<file path="config.mk">
export PLATFORM = sky130hd
export DESIGN_NAME = source_code_tokenizer
export DESIGN_NICKNAME = d
export VERILOG_FILES = /design/src/sv/sct_pkg.sv /design/src/sv/sct_lexer.sv /design/src/sv/sct_outq.sv /design/src/sv/source_code_tokenizer.sv
export VERILOG_INCLUDE_DIRS = /design/src /design/src/sv
export SDC_FILE = /design/constraint.sdc
export NUM_CORES = 1
export LEC_CHECK = 0
export BUFFER_PORTS_ARGS = -buffer_cell sky130_fd_sc_hd__buf_2
export CORE_UTILIZATION = 50
export DETAILED_ROUTE_END_ITERATION = 6
export MAX_ROUTING_LAYER = met4
export PLACE_DENSITY = 0.7
export SLEW_MARGIN = 20
export SYNTH_ARGS = -nofsm -noshare
export SYNTH_HDL_FRONTEND = slang
export SYNTH_HIERARCHICAL = 1
export SYNTH_SLANG_ARGS = --single-unit
</file>
<file path="constraint.sdc">
create_clock -name i_clk -period 9.7 [get_ports i_clk]
set_input_delay 1.455 -clock i_clk [delete_from_list [all_inputs] [get_ports i_clk]]
set_output_delay 1.455 -clock i_clk [all_outputs]
set_load 0.02 [all_outputs]
</file>
<file path="src/sv/source_code_tokenizer_macros.svh">
// ----------------------------------------------------------------------------
// source_code_tokenizer_macros
// Assertion macros used by the tokenizer top level.
// ----------------------------------------------------------------------------
`ifndef SOURCE_CODE_TOKENIZER_MACROS_SVH
`define SOURCE_CODE_TOKENIZER_MACROS_SVH

`ifndef ASSERT_OFF

// same-cycle implication
`define SCT_ASSERT_IMPL(label, clk, rst_n, ante, cons) \
    label: assert property (@(posedge clk) disable iff (!(rst_n)) (ante) |-> (cons)) \
        else $error("sct assertion failed");

// next-cycle implication
`define SCT_ASSERT_NEXT(label, clk, rst_n, ante, cons) \
    label: assert property (@(posedge clk) disable iff (!(rst_n)) (ante) |=> (cons)) \
        else $error("sct assertion failed");

`else

`define SCT_ASSERT_IMPL(label, clk, rst_n, ante, cons)
`define SCT_ASSERT_NEXT(label, clk, rst_n, ante, cons)

`endif

`endif

</file>
<file path="src/sv/sct_pkg.sv">
`timescale 1ns / 1ps
// ----------------------------------------------------------------------------
// sct_pkg
// Types, event codes and byte-class helpers for the source code tokenizer.
// ----------------------------------------------------------------------------
package sct_pkg;

    localparam int OUT_OFF_W = 24;

    // event kinds
    localparam logic [1:0] KIND_WORD    = 2'd0;
    localparam logic [1:0] KIND_NONWORD = 2'd1;
    localparam logic [1:0] KIND_END     = 2'd2;

    localparam logic [7:0] CH_SLASH = 8'h2F;
    localparam logic [7:0] CH_STAR  = 8'h2A;
    localparam logic [7:0] CH_BSL   = 8'h5C;
    localparam logic [7:0] CH_DQ    = 8'h22;
    localparam logic [7:0] CH_SQ    = 8'h27;
    localparam logic [7:0] CH_DOT   = 8'h2E;
    localparam logic [7:0] CH_NL    = 8'h0A;

    // lexer mode, one-hot
    typedef enum logic [7:0] {
        M_SPACE      = 8'b0000_0001,
        M_WORD       = 8'b0000_0010,
        M_NUM        = 8'b0000_0100,
        M_DQ         = 8'b0000_1000,
        M_SQ         = 8'b0001_0000,
        M_LINE       = 8'b0010_0000,
        M_BLOCK      = 8'b0100_0000,
        M_BLOCK_OPEN = 8'b1000_0000
    } t_mode;

    // one result item
    typedef struct packed {
        logic [1:0]           kind;
        logic [OUT_OFF_W-1:0] start_off;
        logic [OUT_OFF_W-1:0] end_off;
        logic [7:0]           punct;
        logic                 last;
    } t_event;

    // results of one input byte, handed from lexer to queue
    typedef struct packed {
        logic [1:0] cnt;
        t_event     ev0;
        t_event     ev1;
    } t_push;

    // queue status back to the top level
    typedef struct packed {
        logic [2:0] level;
        logic       room;
    } t_qstat;

    // bytes that may start an identifier (high half included)
    function automatic logic is_start(input logic [7:0] c);
        is_start = c[7] || (c >= 8'h41 && c <= 8'h5A) || (c >= 8'h61 && c <= 8'h7A)
                   || c == 8'h5F || c == 8'h5E;
    endfunction

    // bytes that may continue an identifier
    function automatic logic is_mid(input logic [7:0] c);
        is_mid = is_start(c) || (c >= 8'h30 && c <= 8'h39);
    endfunction

    function automatic logic is_space(input logic [7:0] c);
        is_space = (c < 8'h10) || c == 8'h20;
    endfunction

endpackage

</file>
<file path="src/sv/sct_lexer.sv">
`timescale 1ns / 1ps
// ----------------------------------------------------------------------------
// sct_lexer
// Mode tracker: consumes one byte per transfer, updates the lexer state and
// produces up to two events for the output queue.
// ----------------------------------------------------------------------------
module sct_lexer #(
    parameter int OFFSET_BITS = 24
) (
    input  logic           i_clk,
    input  logic           i_rst_n,
    input  logic           i_take,
    input  logic [7:0]     i_data,
    input  logic [7:0]     i_look,
    input  logic           i_final,
    output sct_pkg::t_push o_push
);

    sct_pkg::t_mode         r_mode, n_mode;
    logic [7:0]             r_prior, n_prior;
    logic [OFFSET_BITS-1:0] r_pos, n_pos;
    logic [OFFSET_BITS-1:0] r_wstart, n_wstart;

    logic word_hit, tail_hit, do_space;
    logic [1:0] tail_kind;
    logic [7:0] tail_punct;
    logic [31:0] pos_ext, ws_ext;
    logic [sct_pkg::OUT_OFF_W-1:0] pos_o, ws_o;
    sct_pkg::t_event ev_word, ev_tail;

    assign pos_ext = 32'(r_pos);
    assign ws_ext  = 32'(r_wstart);
    assign pos_o   = pos_ext[sct_pkg::OUT_OFF_W-1:0];
    assign ws_o    = ws_ext[sct_pkg::OUT_OFF_W-1:0];

    // next state and event selection
    always_comb begin
        n_mode     = r_mode;
        n_prior    = i_data;
        n_pos      = r_pos + OFFSET_BITS'(1);
        n_wstart   = r_wstart;
        word_hit   = 1'b0;
        tail_hit   = 1'b0;
        tail_kind  = sct_pkg::KIND_NONWORD;
        tail_punct = 8'h00;
        do_space   = 1'b0;

        if (i_final) begin
            word_hit  = (r_mode == sct_pkg::M_WORD);
            tail_hit  = 1'b1;
            tail_kind = sct_pkg::KIND_END;
            n_mode    = sct_pkg::M_SPACE;
            n_prior   = 8'h00;
            n_pos     = '0;
            n_wstart  = '0;
        end else begin
            case (r_mode)
                sct_pkg::M_DQ, sct_pkg::M_SQ: begin
                    if (i_data == ((r_mode == sct_pkg::M_DQ) ? sct_pkg::CH_DQ : sct_pkg::CH_SQ)
                        && r_prior != sct_pkg::CH_BSL) begin
                        n_mode = sct_pkg::M_SPACE;
                    end else if (i_data == sct_pkg::CH_BSL && r_prior == sct_pkg::CH_BSL) begin
                        // escaped backslash escapes nothing
                        n_prior = 8'h00;
                    end
                end
                sct_pkg::M_LINE: begin
                    if (i_data == sct_pkg::CH_NL) n_mode = sct_pkg::M_SPACE;
                end
                sct_pkg::M_BLOCK_OPEN: begin
                    // the opener's star never closes the comment
                    n_mode  = sct_pkg::M_BLOCK;
                    n_prior = 8'h00;
                end
                sct_pkg::M_BLOCK: begin
                    if (i_data == sct_pkg::CH_SLASH && r_prior == sct_pkg::CH_STAR)
                        n_mode = sct_pkg::M_SPACE;
                end
                sct_pkg::M_NUM: begin
                    if (!(i_data == sct_pkg::CH_DOT || sct_pkg::is_mid(i_data))) begin
                        n_mode   = sct_pkg::M_SPACE;
                        do_space = 1'b1;
                    end
                end
                sct_pkg::M_WORD: begin
                    if (!sct_pkg::is_mid(i_data)) begin
                        word_hit = 1'b1;
                        n_mode   = sct_pkg::M_SPACE;
                        do_space = 1'b1;
                    end
                end
                default: begin
                    do_space = 1'b1;
                end
            endcase

            // classify a byte seen outside any token
            if (do_space) begin
                if (i_data == sct_pkg::CH_SLASH && i_look == sct_pkg::CH_STAR) begin
                    n_mode = sct_pkg::M_BLOCK_OPEN;
                end else if (i_data == sct_pkg::CH_SLASH && i_look == sct_pkg::CH_SLASH) begin
                    n_mode = sct_pkg::M_LINE;
                end else if (i_data == sct_pkg::CH_DQ) begin
                    n_mode = sct_pkg::M_DQ;
                end else if (i_data == sct_pkg::CH_SQ) begin
                    n_mode = sct_pkg::M_SQ;
                end else if (sct_pkg::is_start(i_data)) begin
                    n_wstart = r_pos;
                    n_mode   = sct_pkg::M_WORD;
                end else if (sct_pkg::is_mid(i_data)) begin
                    n_mode = sct_pkg::M_NUM;
                end else if (!sct_pkg::is_space(i_data)) begin
                    tail_hit   = 1'b1;
                    tail_punct = i_data;
                end
            end
        end
    end

    // event words
    always_comb begin
        ev_word.kind      = sct_pkg::KIND_WORD;
        ev_word.start_off = ws_o;
        ev_word.end_off   = pos_o;
        ev_word.punct     = 8'h00;
        ev_word.last      = !tail_hit;

        ev_tail.kind      = tail_kind;
        ev_tail.start_off = pos_o;
        ev_tail.end_off   = pos_o;
        ev_tail.punct     = tail_punct;
        ev_tail.last      = 1'b1;

        o_push.cnt = i_take ? ({1'b0, word_hit} + {1'b0, tail_hit}) : 2'd0;
        o_push.ev0 = word_hit ? ev_word : ev_tail;
        o_push.ev1 = ev_tail;
    end

    // lexer state
    always_ff @(posedge i_clk) begin
        if (!i_rst_n) begin
            r_mode   <= sct_pkg::M_SPACE;
            r_prior  <= 8'h00;
            r_pos    <= '0;
            r_wstart <= '0;
        end else if (i_take) begin
            r_mode   <= n_mode;
            r_prior  <= n_prior;
            r_pos    <= n_pos;
            r_wstart <= n_wstart;
        end
    end

endmodule

</file>
<file path="src/sv/sct_outq.sv">
`timescale 1ns / 1ps
// ----------------------------------------------------------------------------
// sct_outq
// Four-entry result queue: takes up to two events per cycle, delivers one per cycle while the receiver is ready.
// ----------------------------------------------------------------------------
module sct_outq (
    input  logic            i_clk,
    input  logic            i_rst_n,
    input  sct_pkg::t_push  i_push,
    input  logic            i_ready,
    output logic            o_valid,
    output sct_pkg::t_event o_event,
    output sct_pkg::t_qstat o_stat
);

    localparam int DEPTH = 4;

    sct_pkg::t_event r_mem [DEPTH];
    logic [1:0] r_wr, r_rd;
    logic [2:0] r_level, n_level;
    logic       pop;

    assign o_valid     = (r_level != 3'd0);
    assign o_event     = r_mem[r_rd];
    assign pop         = o_valid && i_ready;
    assign n_level     = r_level + {1'b0, i_push.cnt} - {2'b00, pop};
    assign o_stat.level = r_level;
    // room for a full two-event transfer
    assign o_stat.room  = (r_level <= 3'd2);

    // entry storage
    always_ff @(posedge i_clk) begin
        if (i_push.cnt != 2'd0) r_mem[r_wr] <= i_push.ev0;
        if (i_push.cnt == 2'd2) r_mem[r_wr + 2'd1] <= i_push.ev1;
    end

    // pointers and fill level
    always_ff @(posedge i_clk) begin
        if (!i_rst_n) begin
            r_wr    <= 2'd0;
            r_rd    <= 2'd0;
            r_level <= 3'd0;
        end else begin
            r_wr    <= r_wr + i_push.cnt;
            r_rd    <= r_rd + {1'b0, pop};
            r_level <= n_level;
        end
    end

endmodule

</file>
<file path="src/sv/source_code_tokenizer.sv">
`timescale 1ns / 1ps
// ----------------------------------------------------------------------------
// source_code_tokenizer
// C-style source lexer: one byte in, word / nonword / end events out.
// ----------------------------------------------------------------------------
// Takes one source byte per cycle with its lookahead byte and a final-byte
// flag; the lexer mode update is combinational, so a byte is
// accepted every cycle while the four-entry result queue has room for two
// events. A byte yields zero, one or two events; the output side drains one
// event per cycle while the receiver is ready, so a byte that ends a word and is
// punctuation (or ends the file inside a word) fills two queue entries that leave
// one at a time. Events are registered in the result queue before they reach the
// output. After the final byte all lexer state returns to its reset values for the next file.
// ----------------------------------------------------------------------------
`include "source_code_tokenizer_macros.svh"

module source_code_tokenizer #(
    parameter int OFFSET_BITS = 24
) (
    input  logic        i_clk,
    input  logic        i_rst_n,
    input  logic        s_axis_tvalid,
    output logic        s_axis_tready,
    input  logic [15:0] s_axis_tdata,   // [7:0] data_byte, [15:8] lookahead_byte
    input  logic [0:0]  s_axis_tuser,   // [0] final_byte
    output logic        m_axis_tvalid,
    input  logic        m_axis_tready,
    output logic [63:0] m_axis_tdata,   // [1:0] event_kind, [25:2] start_offset,
                                        // [49:26] end_offset, [57:50] punct_byte
    output logic        m_axis_tlast    // last_of_run
);

    sct_pkg::t_push   push;
    sct_pkg::t_event  ev;
    sct_pkg::t_qstat  qstat;
    logic             take;

    assign s_axis_tready = qstat.room;
    assign take          = s_axis_tvalid && s_axis_tready;

    // mode tracker
    sct_lexer #(
        .OFFSET_BITS(OFFSET_BITS)
    ) u_lexer (
        .i_clk   (i_clk),
        .i_rst_n (i_rst_n),
        .i_take  (take),
        .i_data  (s_axis_tdata[7:0]),
        .i_look  (s_axis_tdata[15:8]),
        .i_final (s_axis_tuser[0]),
        .o_push  (push)
    );

    // result queue
    sct_outq u_outq (
        .i_clk   (i_clk),
        .i_rst_n (i_rst_n),
        .i_push  (push),
        .i_ready (m_axis_tready),
        .o_valid (m_axis_tvalid),
        .o_event (ev),
        .o_stat  (qstat)
    );

    // output packing
    assign m_axis_tdata = {6'b0, ev.punct, ev.end_off, ev.start_off, ev.kind};
    assign m_axis_tlast = ev.last;

    // checks
    `SCT_ASSERT_IMPL(a_level_bound, i_clk, i_rst_n, 1'b1, qstat.level <= 3'd4)
    `SCT_ASSERT_IMPL(a_ready_room, i_clk, i_rst_n, !s_axis_tready, qstat.level > 3'd2)
    `SCT_ASSERT_NEXT(a_final_event, i_clk, i_rst_n, take && s_axis_tuser[0], m_axis_tvalid)
    `SCT_ASSERT_IMPL(a_push_gated, i_clk, i_rst_n, !take, push.cnt == 2'd0)

endmodule

</file>
==> results.sh, run 1 <==
export IMPL_postSynthAreaPerCell_um2=13.6
export IMPL_crit_fanout=60
export IMPL_wl_mm=34.1
export IMPL_required_ps=9830
export IMPL_pre_cts_ws_ps=3090
export IMPL_holdWs_ps=531
export IMPL_grt_antenna_before_repair=0
export IMPL_fin_tns_setup_ps=0
export IMPL_clk_insertion_delay_late_ps=520
export IMPL_hpwl_mm=19.7
export IMPL_netSwitchingPower_uw=964
export IMPL_die_y_um=182
export IMPL_cts_buffer_depth=3
export IMPL_place_gp_congestion=0.855
export IMPL_rr_startpoint="u_lexer/r_mode[0]"
export IMPL_setup_slack_ps=3710
export IMPL_port_buffers=81
export IMPL_met2_length_mm=16.8
export IMPL_maxSlewViolCount=0
export IMPL_p_int_uw=2550
export IMPL_nFillCells=2586
export IMPL_setup_worst_path_end_class="flip-flop"
export IMPL_vdd_drop_max_mv=0.118
export IMPL_worst_slew_pin_slew_ps=1090
export IMPL_relSlewSlack_pct=27.5
export IMPL_ys_ff_latch=307
export IMPL_drtIter0Drc=723
export IMPL_grt_max_degree=61
export IMPL_num_antenna_cells=0
export IMPL_drtPass1Iterations=5
export IMPL_async_reset_ff_share_pct=0
export IMPL_layout_commonest_cell="edfxtp_1"
export IMPL_grt_first_pass_wirelength_mm=54.0
export IMPL_grt_pass1_vias=9537
export IMPL_yosys_warnings=6
export IMPL_cts_root_buffer="clkbuf_16"
export IMPL_cp_arrival_ps=6120
export IMPL_die_x_um=182
export IMPL_layout_common_cells="edfxtp_1 (236), mux2_2 (216), nand2_1 (95)"
export IMPL_dr_wl_met3_mm=1.47
export IMPL_postSynthCellCount=1187
export IMPL_finClkSkew_ps=23.0
export IMPL_syn_area_mm2=0.0161
export IMPL_vias_per_cell=5.86
export IMPL_combinationalPowerShare_pct=19.0
export IMPL_wl_per_cell_um=21.3
export IMPL_cts_sinks=307
export IMPL_vias=9376
export IMPL_cts_tree="done"
export IMPL_hold_path_class="flip-flop to flip-flop"
export IMPL_max_freq_mhz=167
export IMPL_postCtsHoldBufs=0
export IMPL_start_kind="input port"
export IMPL_crit_type="input port to flip-flop"
export IMPL_stdcell_area_mm2=0.0174
export IMPL_clk_pin_slew_ps=50
export IMPL_die_area_mm2=0.0330
export IMPL_postPlaceCellArea_mm2=0.0162
export IMPL_maxCapViolations=0
export IMPL_cts_setup_buffers=0
export IMPL_p_leak_uw=0.00625
export IMPL_numCtsBuffers=35
export IMPL_cts_repair_resized=0
export IMPL_clkPwrFrac_pct=37.1
export IMPL_synth_seq_area_share_pct=52.8
export IMPL_overflow=0
export IMPL_hold_violations=0
export IMPL_ys_flop_type="edfxtp_1"
export IMPL_worstHoldStart="u_lexer/r_wstart[6]"
export IMPL_drive_above_1_share_pct=37.6
export IMPL_topRoutingLayerUsed="met4"
export IMPL_ys_types=73
export IMPL_fin_crit_ps=5990
export IMPL_ios=88
export IMPL_fin_crit_sh_pct=61.8
export IMPL_floorplan_initialDensity_pct=50.9
export IMPL_synth_edff_count=236
export IMPL_finalNetCount=1198
export IMPL_cts_max_level=2
export IMPL_drt_met1_wl_mm=15.1
export IMPL_power_density_mw_per_mm2=202
export IMPL_core_area_mm2=0.0316
export IMPL_final_util_pct=54.9
export IMPL_fp_row_count=65
export IMPL_postRouteAntennaNets=0
export IMPL_setup_viol=0
export IMPL_rsz0062_at_grt="false"
export IMPL_setup_worst_path_start="s_axis_tdata[0]"
export IMPL_route_detailed_drc=0
export IMPL_status="finished clean"
export IMPL_syn_to_final_growth_pct=7.83
export IMPL_power_frac_seq_pct=43.9
export IMPL_switching_share_pct=27.4
export IMPL_track_usage_pct=21.8
-- power groups by stage --
stage | sequential (uW) | combinational [uW] | clock [uW]
after floorplan | 1540 | 511 | 0
after global placement | 1570 | 678 | 0
after detailed placement | 1570 | 682 | 0
after CTS | 1550 | 684 | 1330
after global routing | 1560 | 719 | 1380
final | 1540 | 670 | 1300
-- layer usage --
| layer | up-vias | GRT usage [%] |
|---|---|---|
| met5 | - | - |
| met2 | 227 | 35.7 |
| met3 | 50 | 2.67 |
| met4 | 0 | 6.14 |
| met1 | 4708 | 28.6 |
| li1 | 4391 | - |
-- sequential cells by signal, indices dropped and copies added (netlist names) --
signal	count
u_outq/r_mem	236
u_lexer/pos_o	24
u_outq/r_rd	2
u_outq/r_level	3
u_outq/r_wr	2
u_lexer/r_wstart	24
u_lexer/r_prior	8
u_lexer/r_mode	8
-- worst paths after layout --
check | endpoint | slack [ps] | cells past startpoint
setup / recovery | u_outq/r_mem[2][26] | 3710 | 12
hold / removal | u_lexer/r_wstart[6] | 530 | 2
setup reg to reg | u_outq/r_mem[2][26] | 4540 | 11
hold reg to reg | u_lexer/r_wstart[6] | 530 | 2
-- synth_stat cells, drive strengths merged (16+ instances only) --
| cell type | count | area (um^2) |
|---|---|---|
| edfxtp | 236 | 7090 |
| mux2 | 236 | 2700 |
| buf | 125 | 872 |
| nand2 | 96 | 368 |
| dfxtp | 71 | 1420 |
| mux4 | 59 | 1330 |
| nor2b | 42 | 263 |
| nor2 | 36 | 135 |
| a22oi | 33 | 248 |
| clkbuf | 27 | 101 |
| o21ai | 26 | 130 |
| a21oi | 20 | 100 |
| and2 | 18 | 113 |
| xor2 | 16 | 140 |
-- final cells by class --
cell class                      count  area, um^2  share of cell area, %
Sequential cell                   307        8510                   49.0
Multi-Input combinational cell    720        6660                   38.3
Clock buffer                       50        1020                   5.85
Tap cell                          402         503                   2.89
Timing Repair Buffer               93         495                   2.85
Clock inverter                     14         134                  0.770
Inverter                           14        52.6                  0.302
-- metrics by stage --
step,instances,total power [uW]
final,1600,3520
after global routing,1600,3650
after CTS,1600,3560
after detailed placement,1536,2260
after global placement,1536,2250
after floorplan,1193,2050
-- worst max-delay path, cell delays in order --
cell      delay, ps
buf_2           160
or4_4           550
o221ai_2        230
and3_1          400
o21ai_2         100
inv_2           400
ha_1            240
inv_1            80
nor2_1          420
and4bb_4       1050
o21bai_4        270
buf_4           730
-- logic make-up (layout without fill, tap and decap cells) --
logic type	Yosys count	in the layout	share of synthesized area, %
other	3	9	0.0699
buffers and inverters	166	171	6.37
xor gates and xnor gates	20	20	1.26
DFF	307	307	52.8
and+or+nand+nor	275	275	8.94
adders and majority gates	6	6	0.512
AOI/OAI and AO/OA	111	111	4.84
muxes	299	299	25.2
Power figures use the tool's default switching activity.
==> run 2: changes to the inputs <==
- PLACE_DENSITY: 0.7 -> 0.73
- clock period: 9.7 -> 5.2 ns (I/O delays scaled with it)
==> run 2 against run 1 <==
Net effect: cell area is 0.97% higher; register-to-register slack worse by 3400 ps; largest cell class unchanged; clock power rose by 85%; hold slack improved by 4.7 ps; total power increased by 86%; combinational power rose by 87%; critical path type unchanged; setup slack got worse by 2700 ps; core utilization increased by 0.53 points; sequential cell count unchanged; first-iteration DRC count increased by 2.9%; sequential share of layout area shrank 0.47 points.
==> results.sh, run 2 (synthesized netlist as in run 1, its figures left out) <==
export IMPL_dpl_cell_count=1549
export IMPL_setup_worst_path_end_class="flip-flop"
export IMPL_start_kind="input port"
export IMPL_vias_per_cell=5.88
export IMPL_required_ps=5390
export IMPL_clk_pin_slew_ps=60
export IMPL_finClkSkew_ps=11.8
export IMPL_crit_fanout=26
export IMPL_reg2reg_slack_ps=1100
export IMPL_vias=9466
export IMPL_die_x_um=182
export IMPL_crit_type="input port to flip-flop"
export IMPL_fin_tns_setup_ps=0
export IMPL_rr_startpoint="u_lexer/r_mode[1]"
export IMPL_cp_slowest_cell="o21bai_4"
export IMPL_p_leak_uw=0.00634
export IMPL_power_uw=6560
export IMPL_hold_violations=0
export IMPL_critical_path_cell_chain="buf_2, or4b_2, o41ai_1, o211ai_1, nand2_4, o31ai_1, ha_1, and2_1, o21bai_1, o21bai_4, buf_12"
export IMPL_track_usage_pct=22.2
export IMPL_hpwl_mm=20.9
export IMPL_cts_setup_buffers=0
export IMPL_largest_reg_flops=236
export IMPL_holdWs_ps=536
export IMPL_cp_arrival_ps=4430
export IMPL_relSlewSlack_pct=29.9
export IMPL_rr_endpoint="u_outq/r_mem[2][55]"
export IMPL_syn_to_final_growth_pct=8.87
export IMPL_cts_repair_resized=0
export IMPL_grt_max_degree=60
export IMPL_postCtsHoldBufs=0
export IMPL_die_area_mm2=0.0330
export IMPL_fin_crit_ps=4230
export IMPL_maxSlewViolCount=0
export IMPL_instances_no_fill=1611
export IMPL_hold_path_class="flip-flop to flip-flop"
export IMPL_cts_max_level=2
export IMPL_setup_slack_ps=965
export IMPL_vdd_drop_max_mv=0.225
export IMPL_grt_antenna_before_repair=0
export IMPL_fp_row_count=65
export IMPL_drtIter0Drc=744
export IMPL_port_buffers=81
export IMPL_regMostFlops="u_outq/r_mem"
export IMPL_cts_tree="done"
export IMPL_clk_insertion_delay_late_ps=500
export IMPL_wl_per_cell_um=21.6
export IMPL_finalNetCount=1210
export IMPL_grt_first_pass_wirelength_mm=54.8
export IMPL_layout_common_cells="edfxtp_1 (236), mux2_2 (216), nand2_1 (95)"
export IMPL_die_y_um=182
export IMPL_cts_buffer_depth=3
export IMPL_ios=88
export IMPL_worstRegToRegCells=9
export IMPL_overflow=0
export IMPL_route_detailed_drc=0
export IMPL_cts_root_buffer="clkbuf_16"
export IMPL_core_area_mm2=0.0316
export IMPL_pre_cts_ws_ps=466
export IMPL_place_gp_congestion=0.923
export IMPL_drive_above_1_share_pct=38.4
export IMPL_setup_worst_path_end="u_outq/r_mem[2][55]"
export IMPL_wl_mm=34.8
export IMPL_layout_commonest_cell="edfxtp_1"
export IMPL_path_delay_family="compound AO/OA/AOI/OAI gates"
export IMPL_postRouteAntennaNets=0
export IMPL_drtPass1Iterations=5
export IMPL_power_density_mw_per_mm2=374
export IMPL_maxCapViolations=0
export IMPL_numCtsBuffers=34
export IMPL_rsz0062_at_grt="false"
export IMPL_cp_depth=11
export IMPL_fin_crit_sh_pct=81.4
export IMPL_grt_pass1_vias=9601
export IMPL_max_stage_delay_ps=850
export IMPL_cts_sinks=307
export IMPL_setup_worst_path_start="s_axis_tdata[12]"
export IMPL_max_freq_mhz=236
export IMPL_status="finished clean"
export IMPL_path_buf_inv=2
export IMPL_worst_slew_pin_slew_ps=1050
export IMPL_num_antenna_cells=0
export IMPL_setup_viol=0
export IMPL_floorplan_initialDensity_pct=50.9
==> run 2: stage by stage <==
stage / instance area (um^2) / utilization, %
floorplan: 16100 / -
finish: 17500 / 55.5
detailed placement: 16400 / 51.9
CTS: 17500 / 55.4
global placement: 16400 / 51.9
global route: 17500 / 55.5
==> run 2: cell type report <==
type	instances	area [um^2]
Fill cell	2512	14100
Sequential cell	307	8510
Multi-Input combinational cell	720	6660
Clock buffer	52	1030
Timing Repair Buffer	106	681
Tap cell	402	503
Clock inverter	10	100
Inverter	14	52.6
==> run 2: how the worst min path moves through the flow <==
stage / depth (start not counted) / end / from
finish: 2 / u_lexer/r_wstart[1] / u_lexer/r_wstart[1]
CTS: 2 / u_lexer/r_wstart[0] / u_lexer/r_wstart[0]
floorplan: 2 / u_lexer/r_mode[1] / u_lexer/r_mode[1]
global route: 2 / u_lexer/r_wstart[15] / u_lexer/r_wstart[15]
detailed placement: 2 / u_lexer/r_wstart[5] / u_lexer/r_wstart[5]
global placement: 2 / u_lexer/r_wstart[3] / u_lexer/r_wstart[3]
==> run 2: routing by layer <==
layer	GRT usage, %	part of all wire (%)	vias to the layer above
li1	-	-	4416
met1	30.1	46	4741
met2	35.8	48	256
met3	2.49	4.4	53
met4	5.39	1.6	0
met5	-	0	-
==> run 2: worst register-to-register path, delay by kind of cell (launching register included) <==
kind	cells	cell delay [ps]
AOI/OAI and AO/OA	5	1870
adders and majority gates	1	290
buffers and inverters	1	270
and+or+nand+nor	2	980
DFF	1	390
==> run 2: power by group <==
part | internal [uW] | switching [uW]
clock network | 1470 | 931
logic | 532 | 718
registers | 2780 | 132
